===== config.mk =====
export PLATFORM = sky130hd
export DESIGN_NAME = adjacency_matrix_degree_query_flat
export DESIGN_NICKNAME = d
export VERILOG_FILES = /design/src/design/amdq_pkg.sv /design/src/design/amdq_in_if.sv /design/src/design/amdq_out_if.sv /design/src/design/amdq_ctrl.sv /design/src/design/amdq_datapath.sv /design/src/design/adjacency_matrix_degree_query.sv /design/src/flat_wrapper.sv
export VERILOG_INCLUDE_DIRS = /design/src /design/src/design
export SDC_FILE = /design/constraint.sdc
export NUM_CORES = 1
export LEC_CHECK = 0
export BUFFER_PORTS_ARGS = -buffer_cell sky130_fd_sc_hd__buf_2
export CORE_MARGIN = 2
export CORE_UTILIZATION = 30
export CTS_CLUSTER_SIZE = 25
export DETAILED_ROUTE_END_ITERATION = 16
export SYNTH_ARGS = -nofsm -noshare
export SYNTH_HDL_FRONTEND = slang
export SYNTH_SLANG_ARGS = --single-unit
export TNS_END_PERCENT = 50

===== constraint.sdc =====
create_clock -name clk -period 8.3 [get_ports clk]
set_clock_uncertainty 0.1 [all_clocks]
set_input_delay 1.245 -clock clk [delete_from_list [all_inputs] [get_ports clk]]
set_output_delay 1.245 -clock clk [all_outputs]
set_load 0.1 [all_outputs]

===== src/design/adjacency_matrix_degree_query_defines.svh =====
// assertion helpers for the adjacency matrix block
`ifndef ADJACENCY_MATRIX_DEGREE_QUERY_DEFINES_SVH
`define ADJACENCY_MATRIX_DEGREE_QUERY_DEFINES_SVH

// same-cycle implication on clk, off during reset
`define AMDQ_ASSERT_NOW(label, ante, cons) \
  label: assert property (@(posedge clk) disable iff (!rst_n) (ante) |-> (cons)) \
    else $error("amdq check failed");

// next-cycle implication on clk, off during reset
`define AMDQ_ASSERT_NEXT(label, ante, cons) \
  label: assert property (@(posedge clk) disable iff (!rst_n) (ante) |=> (cons)) \
    else $error("amdq check failed");

`endif


===== src/design/amdq_pkg.sv =====
package amdq_pkg;

  localparam int ACT_W  = 3;
  localparam int NODE_W = 4;
  localparam int ROW_W  = 16;
  localparam int DEG_W  = 5;
  localparam int NC_W   = 5;

  localparam logic [NC_W-1:0] NC_RESET = 5'd16;

  typedef enum logic [ACT_W-1:0] {
    ACT_WRITE    = 3'd0,
    ACT_DEGREES  = 3'd1,
    ACT_MAX_OUT  = 3'd2,
    ACT_BOTHWAYS = 3'd3,
    ACT_ARRIVALS = 3'd4,
    ACT_CLASSIFY = 3'd5
  } action_t;

  typedef struct packed {
    logic start;
    logic scan;
    logic load;
  } ctl_cmd_t;

  typedef struct packed {
    logic query;
    logic last;
  } ctl_sts_t;

  function automatic logic [DEG_W-1:0] popcount(input logic [ROW_W-1:0] v);
    logic [DEG_W-1:0] c;
    c = '0;
    for (int k = 0; k < ROW_W; k++) begin
      c = c + DEG_W'(v[k]);
    end
    return c;
  endfunction

endpackage


===== src/design/amdq_in_if.sv =====
interface amdq_in_if;
  import amdq_pkg::*;

  logic              valid;
  logic              ready;
  logic [ACT_W-1:0]  action;
  logic [NODE_W-1:0] node;
  logic [ROW_W-1:0]  row_bits;

  modport source (output valid, action, node, row_bits, input ready);
  modport sink (input valid, action, node, row_bits, output ready);
endinterface


===== src/design/amdq_out_if.sv =====
interface amdq_out_if;
  import amdq_pkg::*;

  logic              valid;
  logic              ready;
  logic [DEG_W-1:0]  out_degree;
  logic [DEG_W-1:0]  in_degree;
  logic [NODE_W-1:0] best_node;
  logic              both_ways;
  logic [ROW_W-1:0]  arrive_mask;
  logic [ROW_W-1:0]  isolated_mask;
  logic [ROW_W-1:0]  only_in_mask;
  logic [ROW_W-1:0]  only_out_mask;

  modport source (output valid, out_degree, in_degree, best_node, both_ways, arrive_mask,
                  isolated_mask, only_in_mask, only_out_mask, input ready);
  modport sink (input valid, out_degree, in_degree, best_node, both_ways, arrive_mask,
                isolated_mask, only_in_mask, only_out_mask, output ready);
endinterface


===== src/design/amdq_ctrl.sv =====
module amdq_ctrl (
  input  logic               clk,
  input  logic               rst_n,
  input  logic               in_valid,
  output logic               in_ready,
  output logic               out_valid,
  input  logic               out_ready,
  input  amdq_pkg::ctl_sts_t sts,
  output amdq_pkg::ctl_cmd_t cmd
);
  import amdq_pkg::*;

  typedef enum logic [1:0] {
    ST_IDLE,
    ST_SCAN,
    ST_DRAIN,
    ST_DONE
  } state_t;

  state_t state_r, state_nxt;
  logic   out_valid_r, out_valid_nxt;

  always_comb begin
    state_nxt     = state_r;
    out_valid_nxt = out_valid_r && !out_ready;
    cmd           = '0;
    unique case (state_r)
      ST_IDLE: begin
        if (in_valid) begin
          cmd.start = 1'b1;
          state_nxt = sts.query ? ST_SCAN : ST_DONE;
        end
      end
      ST_SCAN: begin
        cmd.scan = 1'b1;
        if (sts.last) begin
          state_nxt = ST_DRAIN;
        end
      end
      ST_DRAIN: begin
        state_nxt = ST_DONE;
      end
      ST_DONE: begin
        if (!out_valid_r || out_ready) begin
          cmd.load      = 1'b1;
          out_valid_nxt = 1'b1;
          state_nxt     = ST_IDLE;
        end
      end
      default: begin
        state_nxt = ST_IDLE;
      end
    endcase
  end

  always_ff @(posedge clk) begin
    if (!rst_n) begin
      state_r     <= ST_IDLE;
      out_valid_r <= 1'b0;
    end else begin
      state_r     <= state_nxt;
      out_valid_r <= out_valid_nxt;
    end
  end

  assign in_ready  = (state_r == ST_IDLE);
  assign out_valid = out_valid_r;

endmodule


===== src/design/amdq_datapath.sv =====
module amdq_datapath #(
  parameter int MAX_NODES = 16
) (
  input  logic                          clk,
  input  logic                          rst_n,
  input  logic                          cfg_we,
  input  logic [amdq_pkg::NC_W-1:0]     cfg_data,
  input  logic [amdq_pkg::ACT_W-1:0]    in_action,
  input  logic [amdq_pkg::NODE_W-1:0]   in_node,
  input  logic [amdq_pkg::ROW_W-1:0]    in_row_bits,
  input  amdq_pkg::ctl_cmd_t            cmd,
  output amdq_pkg::ctl_sts_t            sts,
  output logic [amdq_pkg::DEG_W-1:0]    out_degree,
  output logic [amdq_pkg::DEG_W-1:0]    in_degree,
  output logic [amdq_pkg::NODE_W-1:0]   best_node,
  output logic                          both_ways,
  output logic [amdq_pkg::ROW_W-1:0]    arrive_mask,
  output logic [amdq_pkg::ROW_W-1:0]    isolated_mask,
  output logic [amdq_pkg::ROW_W-1:0]    only_in_mask,
  output logic [amdq_pkg::ROW_W-1:0]    only_out_mask
);
  import amdq_pkg::*;

  localparam int ROWS = (MAX_NODES < ROW_W) ? MAX_NODES : ROW_W;
  localparam int AW   = $clog2(ROWS);
  localparam logic [NC_W-1:0] ROWS_N = NC_W'(ROWS);

  logic [ROW_W-1:0]  mem [ROWS];

  logic [NC_W-1:0]   node_count_r;
  action_t           act_r;
  logic [NODE_W-1:0] node_r;
  logic [NODE_W-1:0] idx_r;
  logic [ROW_W-1:0]  rd_data_r;
  logic [NODE_W-1:0] rd_idx_r;
  logic              rd_vld_r;

  logic [DEG_W-1:0]  own_deg_r;
  logic [DEG_W-1:0]  in_acc_r;
  logic [DEG_W-1:0]  best_deg_r;
  logic [NODE_W-1:0] best_r;
  logic              col_ok_r;
  logic              row_ok_r;
  logic [ROW_W-1:0]  arrive_r;
  logic [ROW_W-1:0]  entry_r;
  logic [ROW_W-1:0]  exit_r;

  logic [NC_W-1:0]   n_live;
  logic [ROW_W-1:0]  col_mask;
  logic [ROW_W-1:0]  row_m;
  logic [ROW_W-1:0]  row_other;
  logic [ROW_W-1:0]  node_hot;
  logic [ROW_W-1:0]  idx_hot;
  logic [DEG_W-1:0]  pc;
  logic              bit_in;
  logic              node_ok;
  action_t           in_act;

  // live node count, clamped
  always_comb begin
    n_live = node_count_r;
    if (n_live == '0) begin
      n_live = NC_W'(1);
    end
    if (n_live > NC_W'(ROW_W)) begin
      n_live = NC_W'(ROW_W);
    end
    if (n_live > ROWS_N) begin
      n_live = ROWS_N;
    end
  end

  assign col_mask  = ROW_W'((17'd1 << n_live) - 17'd1);
  assign in_act    = action_t'(in_action);
  assign node_hot  = ROW_W'(1) << node_r;
  assign idx_hot   = ROW_W'(1) << rd_idx_r;
  assign row_m     = rd_data_r & col_mask;
  assign row_other = row_m & ~idx_hot;
  assign pc        = popcount(row_m);
  assign bit_in    = row_m[node_r];
  assign node_ok   = ({1'b0, node_r} < n_live);

  always_comb begin
    sts.last = ({1'b0, idx_r} == (n_live - NC_W'(1)));
    case (in_act) inside
      ACT_DEGREES, ACT_MAX_OUT, ACT_BOTHWAYS, ACT_ARRIVALS, ACT_CLASSIFY: sts.query = 1'b1;
      default: sts.query = 1'b0;
    endcase
  end

  always_ff @(posedge clk) begin
    if (!rst_n) begin
      node_count_r <= NC_RESET;
    end else if (cfg_we) begin
      node_count_r <= cfg_data;
    end
  end

  // edge matrix, one row per node
  always_ff @(posedge clk) begin
    if (!rst_n) begin
      for (int r = 0; r < ROWS; r++) begin
        mem[r] <= '0;
      end
    end else if (cmd.start && in_act == ACT_WRITE && {1'b0, in_node} < ROWS_N) begin
      mem[in_node[AW-1:0]] <= in_row_bits | (ROW_W'(1) << in_node);
    end
  end

  always_ff @(posedge clk) begin
    if (cmd.scan) begin
      rd_data_r <= mem[idx_r[AW-1:0]];
      rd_idx_r  <= idx_r;
    end
  end

  always_ff @(posedge clk) begin
    if (!rst_n) begin
      rd_vld_r <= 1'b0;
      idx_r    <= '0;
      act_r    <= ACT_WRITE;
      node_r   <= '0;
    end else begin
      rd_vld_r <= cmd.scan;
      if (cmd.start) begin
        idx_r  <= '0;
        act_r  <= in_act;
        node_r <= in_node;
      end else if (cmd.scan) begin
        idx_r <= idx_r + NODE_W'(1);
      end
    end
  end

  // per-row accumulation
  always_ff @(posedge clk) begin
    if (cmd.start) begin
      own_deg_r  <= '0;
      in_acc_r   <= '0;
      best_deg_r <= '0;
      best_r     <= '0;
      col_ok_r   <= 1'b1;
      row_ok_r   <= 1'b0;
      arrive_r   <= '0;
      entry_r    <= '0;
      exit_r     <= '0;
    end else if (rd_vld_r) begin
      in_acc_r           <= in_acc_r + DEG_W'(bit_in);
      arrive_r[rd_idx_r] <= bit_in;
      entry_r            <= entry_r | row_other;
      exit_r[rd_idx_r]   <= |row_other;
      if (rd_idx_r == node_r) begin
        own_deg_r <= pc;
        row_ok_r  <= ((row_m | node_hot) == col_mask);
      end else begin
        col_ok_r <= col_ok_r & bit_in;
      end
      if (rd_idx_r == '0 || pc > best_deg_r) begin
        best_deg_r <= pc;
        best_r     <= rd_idx_r;
      end
    end
  end

  // result register
  always_ff @(posedge clk) begin
    if (cmd.load) begin
      out_degree    <= '0;
      in_degree     <= '0;
      best_node     <= '0;
      both_ways     <= 1'b0;
      arrive_mask   <= '0;
      isolated_mask <= '0;
      only_in_mask  <= '0;
      only_out_mask <= '0;
      case (act_r)
        ACT_DEGREES: begin
          if (node_ok) begin
            out_degree <= own_deg_r;
            in_degree  <= in_acc_r;
          end
        end
        ACT_MAX_OUT: begin
          out_degree <= best_deg_r;
          best_node  <= best_r;
        end
        ACT_BOTHWAYS: begin
          both_ways <= node_ok && col_ok_r && row_ok_r;
        end
        ACT_ARRIVALS: begin
          if (node_ok) begin
            arrive_mask <= arrive_r;
          end
        end
        ACT_CLASSIFY: begin
          isolated_mask <= ~entry_r & ~exit_r & col_mask;
          only_in_mask  <= entry_r & ~exit_r;
          only_out_mask <= ~entry_r & exit_r;
        end
        default: begin
        end
      endcase
    end
  end

endmodule


===== src/design/adjacency_matrix_degree_query.sv =====
// Directed adjacency bit matrix of up to 16 nodes with degree and connectivity queries.
// For a row write (action 0) the matrix row is written on accept and the done state then loads the result.
// Every query scans the n live rows of the matrix one per cycle through its single read
// port, then a drain state takes in the last row and the done state loads the result.
// One item is in work at a time; a finished result waits in the output register while
// the next item is taken, and that item holds before its own result until the register
// frees. cfg_we loads node_count (reset 16; 0 acts as 1) and may be written only while
// the block is idle.
module adjacency_matrix_degree_query #(
  parameter int MAX_NODES = 16
) (
  input  logic                      clk,
  input  logic                      rst_n,
  input  logic                      cfg_we,
  input  logic [amdq_pkg::NC_W-1:0] cfg_data,
  amdq_in_if.sink                   in_ch,
  amdq_out_if.source                out_ch
);
  import amdq_pkg::*;

  `include "adjacency_matrix_degree_query_defines.svh"

  ctl_cmd_t cmd;
  ctl_sts_t sts;

  amdq_ctrl u_ctrl (
    .clk       (clk),
    .rst_n     (rst_n),
    .in_valid  (in_ch.valid),
    .in_ready  (in_ch.ready),
    .out_valid (out_ch.valid),
    .out_ready (out_ch.ready),
    .sts       (sts),
    .cmd       (cmd)
  );

  amdq_datapath #(
    .MAX_NODES (MAX_NODES)
  ) u_datapath (
    .clk           (clk),
    .rst_n         (rst_n),
    .cfg_we        (cfg_we),
    .cfg_data      (cfg_data),
    .in_action     (in_ch.action),
    .in_node       (in_ch.node),
    .in_row_bits   (in_ch.row_bits),
    .cmd           (cmd),
    .sts           (sts),
    .out_degree    (out_ch.out_degree),
    .in_degree     (out_ch.in_degree),
    .best_node     (out_ch.best_node),
    .both_ways     (out_ch.both_ways),
    .arrive_mask   (out_ch.arrive_mask),
    .isolated_mask (out_ch.isolated_mask),
    .only_in_mask  (out_ch.only_in_mask),
    .only_out_mask (out_ch.only_out_mask)
  );

  // one item in work at a time
  `AMDQ_ASSERT_NEXT(a_one_item, in_ch.valid && in_ch.ready, !in_ch.ready)
  // no result in the cycle right after an accept
  `AMDQ_ASSERT_NEXT(a_no_early_result, in_ch.valid && in_ch.ready, !$rose(out_ch.valid))
  // a new result means the controller is back to taking beats
  `AMDQ_ASSERT_NOW(a_ready_after_result, $rose(out_ch.valid), in_ch.ready)

endmodule


===== src/flat_wrapper.sv =====
// flat-port wrapper written by rule: the top's interface ports become plain ports
module adjacency_matrix_degree_query_flat import amdq_pkg::*;
#(
  parameter int MAX_NODES = 16
)
  (clk, rst_n, cfg_we, cfg_data, in_ch_valid, in_ch_action, in_ch_node, in_ch_row_bits, in_ch_ready, out_ch_valid, out_ch_out_degree, out_ch_in_degree, out_ch_best_node, out_ch_both_ways, out_ch_arrive_mask, out_ch_isolated_mask, out_ch_only_in_mask, out_ch_only_out_mask, out_ch_ready);
  amdq_in_if in_ch_i ();
  amdq_out_if out_ch_i ();
  input  logic clk;
  input  logic rst_n;
  input  logic cfg_we;
  input  logic [amdq_pkg::NC_W-1:0] cfg_data;
  input wire logic [$bits(in_ch_i.valid)-1:0] in_ch_valid;
  input wire logic [$bits(in_ch_i.action)-1:0] in_ch_action;
  input wire logic [$bits(in_ch_i.node)-1:0] in_ch_node;
  input wire logic [$bits(in_ch_i.row_bits)-1:0] in_ch_row_bits;
  output wire logic [$bits(in_ch_i.ready)-1:0] in_ch_ready;
  output wire logic [$bits(out_ch_i.valid)-1:0] out_ch_valid;
  output wire logic [$bits(out_ch_i.out_degree)-1:0] out_ch_out_degree;
  output wire logic [$bits(out_ch_i.in_degree)-1:0] out_ch_in_degree;
  output wire logic [$bits(out_ch_i.best_node)-1:0] out_ch_best_node;
  output wire logic [$bits(out_ch_i.both_ways)-1:0] out_ch_both_ways;
  output wire logic [$bits(out_ch_i.arrive_mask)-1:0] out_ch_arrive_mask;
  output wire logic [$bits(out_ch_i.isolated_mask)-1:0] out_ch_isolated_mask;
  output wire logic [$bits(out_ch_i.only_in_mask)-1:0] out_ch_only_in_mask;
  output wire logic [$bits(out_ch_i.only_out_mask)-1:0] out_ch_only_out_mask;
  input wire logic [$bits(out_ch_i.ready)-1:0] out_ch_ready;
  assign in_ch_i.valid = in_ch_valid;
  assign in_ch_i.action = in_ch_action;
  assign in_ch_i.node = in_ch_node;
  assign in_ch_i.row_bits = in_ch_row_bits;
  assign in_ch_ready = in_ch_i.ready;
  assign out_ch_valid = out_ch_i.valid;
  assign out_ch_out_degree = out_ch_i.out_degree;
  assign out_ch_in_degree = out_ch_i.in_degree;
  assign out_ch_best_node = out_ch_i.best_node;
  assign out_ch_both_ways = out_ch_i.both_ways;
  assign out_ch_arrive_mask = out_ch_i.arrive_mask;
  assign out_ch_isolated_mask = out_ch_i.isolated_mask;
  assign out_ch_only_in_mask = out_ch_i.only_in_mask;
  assign out_ch_only_out_mask = out_ch_i.only_out_mask;
  assign out_ch_i.ready = out_ch_ready;
  adjacency_matrix_degree_query #(.MAX_NODES(MAX_NODES)) u_core (.clk(clk), .rst_n(rst_n), .cfg_we(cfg_we), .cfg_data(cfg_data), .in_ch(in_ch_i), .out_ch(out_ch_i));
endmodule

Word-level counts from Yosys, hierarchy flattened
Memory sizes are Yosys's and may differ from the RTL's. A register that Yosys moved wholly into a read port is not among the register bits.
Index checks and enable logic that the tools add are counted.
{"block": "totals", "ramBits": 256, "mem_bits_ro": 0, "latchBits": 0, "memories": 1, "elab_cells": 144, "register_bits": 172, "in_bits": 33}
{"memory": "u_core.u_datapath.mem", "depth": 16, "width": 16, "read_ports": 1, "rd_clocked_by_memory_dff": 1, "write_ports": 16, "line_no": "amdq_datapath.sv:28", "source": "logic [ROW_W-1:0] mem [ROWS];"}
{"block": "op_classes", "bitwise": 15, "reduce_logical": 23, "add_sub_neg": 19, "muxes": 31, "order_cmp": 7, "n_mul": 0, "n_div": 0, "shifts": 4, "n_eq_ne": 19}
{"cell": "$and 16x16->16", "count": 6}
{"cell": "$add 5x1->5", "count": 12}
{"cell": "$not 16->16", "count": 3}
{"cell": "$or 16x16->16", "count": 3}
{"cell": "$shl 1x4->16 const A", "count": 3}
{"cell": "$bwmux 16", "count": 2}
{"cell": "$reduce_or 16->1", "count": 2}
{"cell": "$mux 5", "count": 4}
{"cell": "$eq 16x16->1", "count": 1}
{"cell": "$mux 16", "count": 1}
{"cell": "$shl 1x5->16 const A", "count": 1}
{"cell": "$sub 16x1->16 const B", "count": 1}
{"cell": "$mux 1", "count": 15}
{"cell": "$eq 3x2->1 const B", "count": 4}
{"cell": "$eq 3x3->1 const B", "count": 4}
{"cell": "$gt 5x5->1 const B", "count": 2}
{"cell": "$lt 4x5->1 const B", "count": 2}
{"cell": "$pmux 5 s2", "count": 1}
{"cell": "$reduce_and 2->1", "count": 5}
{"cell": "$mux 2", "count": 4}
{"cell": "$pmux 2 s4", "count": 1}
{"cell": "$eq 3x1->1 const B", "count": 2}
{"cell": "$add 4x1->5", "count": 1}
{"cell": "$eq 4x5->1", "count": 1}
{"cell": "28 further kinds", "count": 37}

Longest topological paths before layout
Gate-level depths: netlist of the first run.
{"block": "logic_depth", "ltp_word": 27, "depth_mapped": 30, "depth_no_buf": 28}

Modules after synthesis
A second synthesis of the first run with hierarchy kept.
{"block": "unflattened", "hier_cells": 1646, "area_unflattened_um2": 20642.3}
{"module": "amdq_datapath", "seq_area_each_um2": 12381.9, "cells_each": 1622, "area_each_um2": 20423.3, "n_inst": 1}
{"module": "amdq_ctrl", "seq_area_each_um2": 60.1, "cells_each": 24, "area_each_um2": 219.0, "n_inst": 1}

Least setup slack after synthesis of the first run
Ideal clock, no wire load.
{"block": "synth_path", "kind": "flip-flop to flip-flop", "from": "register u_core.u_datapath.node_count_r[4]", "to": "register u_core.u_datapath.best_deg_r[4]", "required_time_ps": 8072, "path_slack_ps": 518, "path_stages_with_launch": 30, "arrival_time_ps": 7554, "cell_sequence": "dfxtp_1 -> buf_2 -> or3_1 -> o22ai_1 -> inv_1 -> ha_1 -> buf_6 -> or3_4 -> buf_6 -> a221oi_4 -> nand3_1 -> mux2_4 -> nor2_1 -> fa_1 -> fa_1 -> inv_1 -> fa_1 -> fa_1 -> inv_1 -> ha_1 -> fa_1 -> ha_1 -> nor2b_1 -> o21a_1 -> o21a_1 -> o21ai_0 -> a21oi_1 -> nor2_1 -> mux2i_1 -> nor2_1"}
{"block": "synth_between", "elab_chain_len": 27}
{"element": "from (decl)", "line_no": "amdq_datapath.sv:30", "source": "logic [NC_W-1:0] node_count_r;"}
{"element": "from (signal assigned)", "line_no": "amdq_datapath.sv:95", "source": "node_count_r <= cfg_data;"}
{"element": "$logic_not 5->1", "line_no": "amdq_datapath.sv:62", "source": "if (n_live == '0) begin"}
{"element": "$mux 5 (*)", "line_no": "amdq_datapath.sv:62"}
{"element": "$gt 5x5->1", "line_no": "amdq_datapath.sv:65", "source": "if (n_live > NC_W'(ROW_W)) begin"}
{"element": "$mux 5 (*)", "line_no": "amdq_datapath.sv:65"}
{"element": "$gt 5x5->1", "line_no": "amdq_datapath.sv:68", "source": "if (n_live > ROWS_N) begin"}
{"element": "$mux 5 (*)", "line_no": "amdq_datapath.sv:68"}
{"element": "$shl 1x5->16 (*)", "line_no": "amdq_datapath.sv:73", "source": "assign col_mask = ROW_W'((17'd1 << n_live) - 17'd1);"}
{"element": "$sub 16x1->16 (*)", "line_no": "amdq_datapath.sv:73"}
{"element": "(+3 left out)"}
{"element": "$add 3x1->4", "line_no": "amdq_pkg.sv:35", "source": "c = c + DEG_W'(v[k]);"}
{"element": "$add 4x1->5", "line_no": "amdq_pkg.sv:35"}
{"element": "$add 5x1->5 (10 in a row)", "line_no": "amdq_pkg.sv:35"}
{"element": "$add 5x1->5 (*)", "line_no": "amdq_pkg.sv:35"}
{"element": "net u_core.u_datapath.pc[1]", "line_no": "amdq_datapath.sv:54", "source": "logic [DEG_W-1:0] pc;"}
{"element": "$gt 5x5->1 (*)", "line_no": "amdq_datapath.sv:158", "source": "if (rd_idx_r == '0 || pc > best_deg_r) begin"}
{"element": "$logic_or 1x1->1 (*)", "line_no": "amdq_datapath.sv:158"}
{"element": "$reduce_and 2->1 (no source line) (*)"}
{"element": "to (signal assigned)", "line_no": "amdq_datapath.sv:159", "source": "best_deg_r <= pc;"}
{"element": "to (decl)", "line_no": "amdq_datapath.sv:40", "source": "logic [DEG_W-1:0] best_deg_r;"}
The timed path passes the listed nets; every way through them passes the cells marked *.
A chain may end at the register's enable or synchronous reset.

Final worst setup path of the first run
{"block": "layout_path", "from": "register u_core.u_datapath.node_count_r[4]", "to": "register u_core.u_datapath.best_deg_r[3]"}
Same word-level chain as after synthesis.

==> impl_metrics.csv, run 1 <==
group,metric,value,unit
synth,yosys_warnings,0,
floorplanning,die_w,265.4,um
drt,first_pass_iters,5,
synth,syn_nets,1737,
pwr,power.leakage,8.468,nW
sta,period_needed,7.869,ns
hold_path,whs_endpoint,"u_core.u_datapath.best_r[0]",
drt,dr_wl_met3,4324,um
synth,synth_compound_area_share,6.344,%
placed_design,place_hpwl,39390,um
worst_setup_path,r2r_slack,0.43,ns
clocking,clk_latency,0.60,ns
hold_path,holdCritPathClass,"register to register",
worst_setup_path,path_common_cell,"fa_1",
drt,routed_wl,57780,um
sta,timing.final.crit_share,94.80,%
placed_design,dp_slack,0.5039,ns
sta,rsz0062_at_grt,"no",
pwr,p_int,0.004689,W
sta,tightest_slew,1.127,ns
clocking,clock_path_buffers,3,
layout,drive_gt1_share,19.22,%
grt,grt_pass1_wl,86080,um
layout,fin_nets,1820,
pwr,power_per_cell_area,308.6,nW/um^2
floorplanning,dieHeight,265.4,um
sta,fmax,0.1271,GHz
worst_setup_path,cp-end-kind,"register",
layout,final_cell_mix,"edfxtp_1 (355), nor2_1 (345), nand2_1 (143)",
drt,drc,0,
sta,finalSetupViolCount,0,
synth,yosys.area_share.simple,15.64,%
job,maxCapViolations,0,
clocking,cts_tree,"done",
clocking,clock_tree.root_cell,"clkbuf_16",
drt,drt-initial-drc-count,1516,
pwr,switching_power,0.002574,W
placed_design,gp_congestion,0.9193,
layout,ff_latch_area,12450,um^2
worst_setup_path,worstPathArrival,8.20,ns
synth,yosysTopAreaCellShare,52.02,%
grt,gr-total-overflow,0,
pwr,power.total,0.007263,W
synth,synth-seq-area-share,60.72,%
floorplanning,ios,114,
sta,maxSlewViolCount,0,
grt,grt_max_degree,69,
hold_path,hold_depth,2,
floorplanning,dieArea,70410,um^2
worst_setup_path,start_kind,"register",
drt,route.met2.wl,28280,um
grt,antenna_found_initial,5,
synth,muxShareOfSynthArea,10.32,%
layout,final_common_cell,"edfxtp_1",
clocking,cts_sinks,444,
worst_setup_path,r2r_start,"u_core.u_datapath.node_count_r[4]",
synth,async_flop_share,0,%
synth,syn_inst,1667,
sta,setup_slack,0.4315,ns
synth,ys_ff_latch,444,
worst_setup_path,crit_fanout,9,
synth,synth_area_leaders,"edfxtp_1 (52%), mux4_2 (8.8%), dfxtp_1 (8.7%)",
synth,ys.flop_type,"edfxtp_1",
grt,grtUsageTotal,16.27,%
pwr,seqPwrFrac,38.5,%
sta,timing.hold.ws,0.3500,ns
layout,antenna_cells,0,
worst_setup_path,required,8.63,ns
worst_setup_path,cpPeakStageDelay,0.54,ns
clocking,htree_num_levels,2,
grt,grt_pass1_vias,13340,
sta,slew_headroom,24.79,%
layout,multi_input_area,7383,um^2
outcome,status,"complete, no violations",
worst_setup_path,ff2ff_path_depth,27,
clocking,cts_buffers,48,
synth,yosys.area_share.xor_xnor,0.8549,%
synth,synth.distinct_cells,76,
layout,stdcell_count,2658,
worst_setup_path,crit_type,"register to register",
hold_path,min_from,"u_core.u_datapath.best_r[0]",
floorplanning,placementRows,95,
synth,synth_edf_count,355,
floorplanning,start_util,30.40,%
pwr,combPwrFrac,32.2,%
synth,syn_avg_cell_area,12.29,um^2
worst_setup_path,cpMaxStageDelayCell,"fa_1",
drt,met1_length,23400,um
drt,wl_per_cell,21.74,um
synth,synth_top_cell_by_area,"edfxtp_1",
sta,setup_tns,0,ns
clocking,path_clk_slew,0.06,ns
pwr,ir_drop,0.2794,mV
worst_setup_path,r2r-end,"u_core.u_datapath.best_deg_r[3]",
synth,synthAdderAreaFrac,2.626,%
placed_design,placedCellCount,2573,
synth,synth_top_family_by_area,"simple AND/OR/NAND/NOR gates",
floorplanning,core-area,67400,um^2
drt,detail_route.vias_per_cell,5.105,
pwr,p_clk_share,29.3,%
sta,hold_violations,0,
drt,antenna_left,0,
pwr,switching_share,35.44,%
layout,num-fill-cells,6555,
drt,routed-via-count,13570,
placed_design,portBuffers,113,
drt,highest_layer,"met5",
synth,synth_area,20490,um^2
layout,area_growth,14.85,%
-- synthesized netlist by cell type, types with 7 or more instances --
cell type  instances
edfxtp_1         355
nor2_1           345
nand2_1          143
clkbuf_1          92
dfxtp_1           89
mux4_2            80
inv_1             70
a21oi_1           44
nor3b_1           36
nor3_1            30
ha_1              27
nor2b_1           25
mux2i_1           23
a31oi_1           21
o22ai_1           21
and2_1            20
and3_1            20
o21ai_0           15
xor2_1            13
buf_1             11
nand2b_1          11
nand3_1           11
nor4_1            11
fa_1              10
a211oi_1           9
a21boi_0           9
a22o_1             7
nand4_1            7
nor4b_1            7
o211ai_1           7
xnor2_1            7
-- what timing repair did --
item / CTS / global route
setup buffers: 0 / 0
gates resized for setup: 0 / 1
setup endpoints to repair: 0 / 5
endpoints found under the hold margin: 0 / 0
hold buffers: 0 / 0
-- layout make-up --
class                   instances  area share (%)
repair buffers                144           3.392
inverters                      70           1.116
clock buffers                  51           5.242
well taps                     873           4.641
multi-input cells            1042           31.37
clock inverters                34           1.345
flip-flops and latches        444           52.89
-- worst max-delay path, delay by kind of cell (launching register included) --
family / cells / cell delay [ns]
multiplexers: 2 / 0.63
buffers and inverters: 4 / 0.42
adder cells (fa/ha/maj): 9 / 3.61
flip-flops: 1 / 0.31
AND/OR/NAND/NOR: 6 / 1.38
AO/OA/AOI/OAI: 6 / 1.27
-- power by group through the flow --
stage	Sequential [W]	Clock (W)	Combinational (W)
after floorplan	0.00297	0	0.00161
after global placement	0.00284	0	0.00234
after detailed placement	0.00284	0	0.00235
after CTS	0.00279	0.00216	0.00236
after global routing	0.00282	0.00226	0.00259
final	0.00279	0.00213	0.00234
-- kinds of logic (layout without fill, tap and decap cells) --
kind of cell               count (synthesis)  in the layout
AOI/OAI and AO/OA                        183            183
xor gates and xnor gates                  20             20
adders and majority gates                 37             37
buffers and inverters                    181            299
DFF                                      444            444
muxes                                    109            109
and+or+nand+nor                          693            693
-- registers in the layout, summed over array words and instances (netlist names), 16 cells and up --
register and cells:
u_core.u_datapath.arrive_mask 16, u_core.u_datapath.arrive_r 16, u_core.u_datapath.entry_r 16, u_core.u_datapath.exit_r 16
u_core.u_datapath.isolated_mask 16, u_core.u_datapath.mem 256, u_core.u_datapath.only_in_mask 16, u_core.u_datapath.only_out_mask 16
u_core.u_datapath.rd_data_r 16
-- through the flow --
step | utilization (%) | instance area, um^2
after CTS | 34.91 | 23530
after floorplan | - | 20490
after global routing | 34.92 | 23530
after detailed placement | 32.61 | 21980
after global placement | 32.61 | 21980
final | 34.92 | 23530
-- per-layer routing --
layer	up-vias	track usage, %
li1	6186	-
met1	6745	20.89
met2	524	27.50
met3	107	3.573
met4	8	4.825
met5	-	0
-- worst max-delay path by stage --
stage               cells after the start                               from  slack [ns]                               to
finish                                 27  u_core.u_datapath.node_count_r[4]        0.43  u_core.u_datapath.best_deg_r[3]
global route                           26  u_core.u_datapath.node_count_r[4]        0.05  u_core.u_datapath.best_deg_r[2]
CTS                                    27  u_core.u_datapath.node_count_r[4]        0.48  u_core.u_datapath.best_deg_r[2]
detailed placement                     27  u_core.u_datapath.node_count_r[4]        0.50  u_core.u_datapath.best_deg_r[2]
global placement                       27  u_core.u_datapath.node_count_r[4]        0.61  u_core.u_datapath.best_deg_r[4]
floorplan                              29  u_core.u_datapath.node_count_r[4]        0.52  u_core.u_datapath.best_deg_r[4]
(Power assumes the default switching activity.)
==> run 2: changes to the inputs <==
- CORE_UTILIZATION: 30 -> 55
- PLACE_DENSITY: not set -> 0.76
- REMOVE_ABC_BUFFERS: not set -> 1
==> impl_metrics.csv, run 2 (synthesized netlist as in run 1, its figures left out) <==
group,metric,value,unit
pwr,power_per_cell_area,314.9,nW/um^2
drt,route.met2.wl,27050,um
floorplanning,core-area,36610,um^2
drt,highest_layer,"met4",
grt,gr-total-overflow,0,
sta,maxSlewViolCount,0,
grt,grtUsageTotal,27.83,%
pwr,power.leakage,8.453,nW
floorplanning,dieHeight,197.0,um
clocking,path_clk_slew,0.06,ns
drt,detail_route.vias_per_cell,6.075,
outcome,status,"complete, no violations",
sta,period_needed,7.888,ns
sta,setup_tns,0,ns
layout,drive_gt1_share,19.06,%
sta,fmax,0.1268,GHz
grt,antenna_found_initial,0,
grt,grt_pass1_wl,79870,um
floorplanning,ios,114,
drt,dr_wl_met3,4197,um
worst_setup_path,worstPathArrival,8.24,ns
layout,ff_latch_area,12450,um^2
clocking,cts_hold_buf,0,
layout,multi_input_area,7377,um^2
worst_setup_path,path_common_cell,"fa_1",
layout,largest_reg_flops,256,
placed_design,dp_slack,0.2837,ns
layout,top_register,"u_core.u_datapath.mem",
floorplanning,dieArea,38820,um^2
clocking,clock_path_buffers,3,
sta,tightest_slew,1.064,ns
worst_setup_path,crit_path_start,"u_core.u_datapath.node_count_r[4]",
placed_design,gp_congestion,0.9313,
sta,slew_headroom,28.94,%
grt,grt_max_degree,80,
placed_design,place_hpwl,36100,um
clocking,cts_buffers,44,
clocking,cts_sinks,444,
pwr,power.total,0.007231,W
sta,timing.final.crit_share,95.03,%
worst_setup_path,cp-end-kind,"register",
drt,drc,0,
drt,first_pass_iters,6,
layout,area_growth,12.07,%
grt,grt_pass1_vias,13459,
drt,met1_length,19580,um
layout,fin_nets,1825,
layout,final_cell_mix,"edfxtp_1 (355), nor2_1 (345), nand2_1 (143)",
hold_path,holdCritPathClass,"register to register",
drt,antenna_left,0,
hold_path,min_from,"u_core.u_datapath.best_r[2]",
worst_setup_path,r2r_start,"u_core.u_datapath.node_count_r[4]",
clocking,cts_tree,"done",
pwr,ir_drop,0.2805,mV
worst_setup_path,cpPeakStageDelay,0.55,ns
clocking,htree_num_levels,2,
worst_setup_path,crit_fanout,8,
layout,antenna_cells,0,
floorplanning,start_util,55.97,%
worst_setup_path,crit_type,"register to register",
drt,drt-initial-drc-count,1120,
layout,final_common_cell,"edfxtp_1",
worst_setup_path,cpMaxStageDelayCell,"fa_1",
drt,wl_per_cell,23.60,um
sta,rsz0062_at_grt,"no",
job,maxCapViolations,0,
worst_setup_path,start_kind,"register",
drt,routed-via-count,13712,
layout,num-fill-cells,2827,
sta,timing.hold.ws,0.3592,ns
drt,routed_wl,53250,um
worst_setup_path,required,8.65,ns
clocking,clk_latency,0.59,ns
sta,hold_violations,0,
floorplanning,placementRows,70,
floorplanning,die_w,197.0,um
placed_design,portBuffers,113,
clocking,clock_tree.root_cell,"clkbuf_16",
sta,setup_slack,0.4122,ns
sta,finalSetupViolCount,0,
-- run 2: final timing paths --
check                                    end  slack [ns]  cells past startpoint
max          u_core.u_datapath.best_deg_r[1]        0.41                     28
min              u_core.u_datapath.best_r[2]        0.36                      2
max reg2reg  u_core.u_datapath.best_deg_r[1]        0.41                     28
min reg2reg      u_core.u_datapath.best_r[2]        0.36                      2
-- run 2: worst max-delay path, delay by kind of cell, from the launching register on --
family / cells / cell delay, ns
compound gates: 6 / 1.28
buf+inv: 4 / 0.39
mux: 2 / 0.56
simple gates: 7 / 1.51
flops: 1 / 0.31
fa+ha+maj: 9 / 3.60
-- run 2: per-stage QoR --
stage | instance area (um^2) | instances | utilization (%)
2_1_floorplan | 20040 | 1556 | -
3_3_place_gp | 21520 | 2177 | 58.78
3_5_place_dp | 21520 | 2177 | 58.78
4_1_cts | 22950 | 2257 | 62.68
5_1_grt | 22960 | 2257 | 62.73
6_report | 22960 | 2257 | 62.73
-- run 2: metal layers --
metal	vias to the layer above	global-route usage, %
li1	6190	-
met1	6710	34.01
met2	683	48.71
met3	129	5.156
met4	0	11.81
met5	-	0
-- run 2: cell type report --
cell class | instances | share of cell area, %
well taps | 468 | 2.550
clock buffers | 61 | 5.345
inverters | 70 | 1.144
flip-flops and latches | 444 | 54.20
clock inverters | 19 | 0.8663
multi-input cells | 1042 | 32.12
repair buffers | 153 | 3.770
-- run 2: power by group --
group | internal (W) | switching, W | leakage [nW]
sequential | 0.00261 | 0.000167 | 4.31
combinational | 0.000929 | 0.00154 | 3.44
clock | 0.00113 | 0.000851 | 0.699
-- run 2: repair_timing --
item	in CTS	in global routing
buffers inserted	0	0
endpoints found under the setup margin	0	7
gates resized for setup	0	3
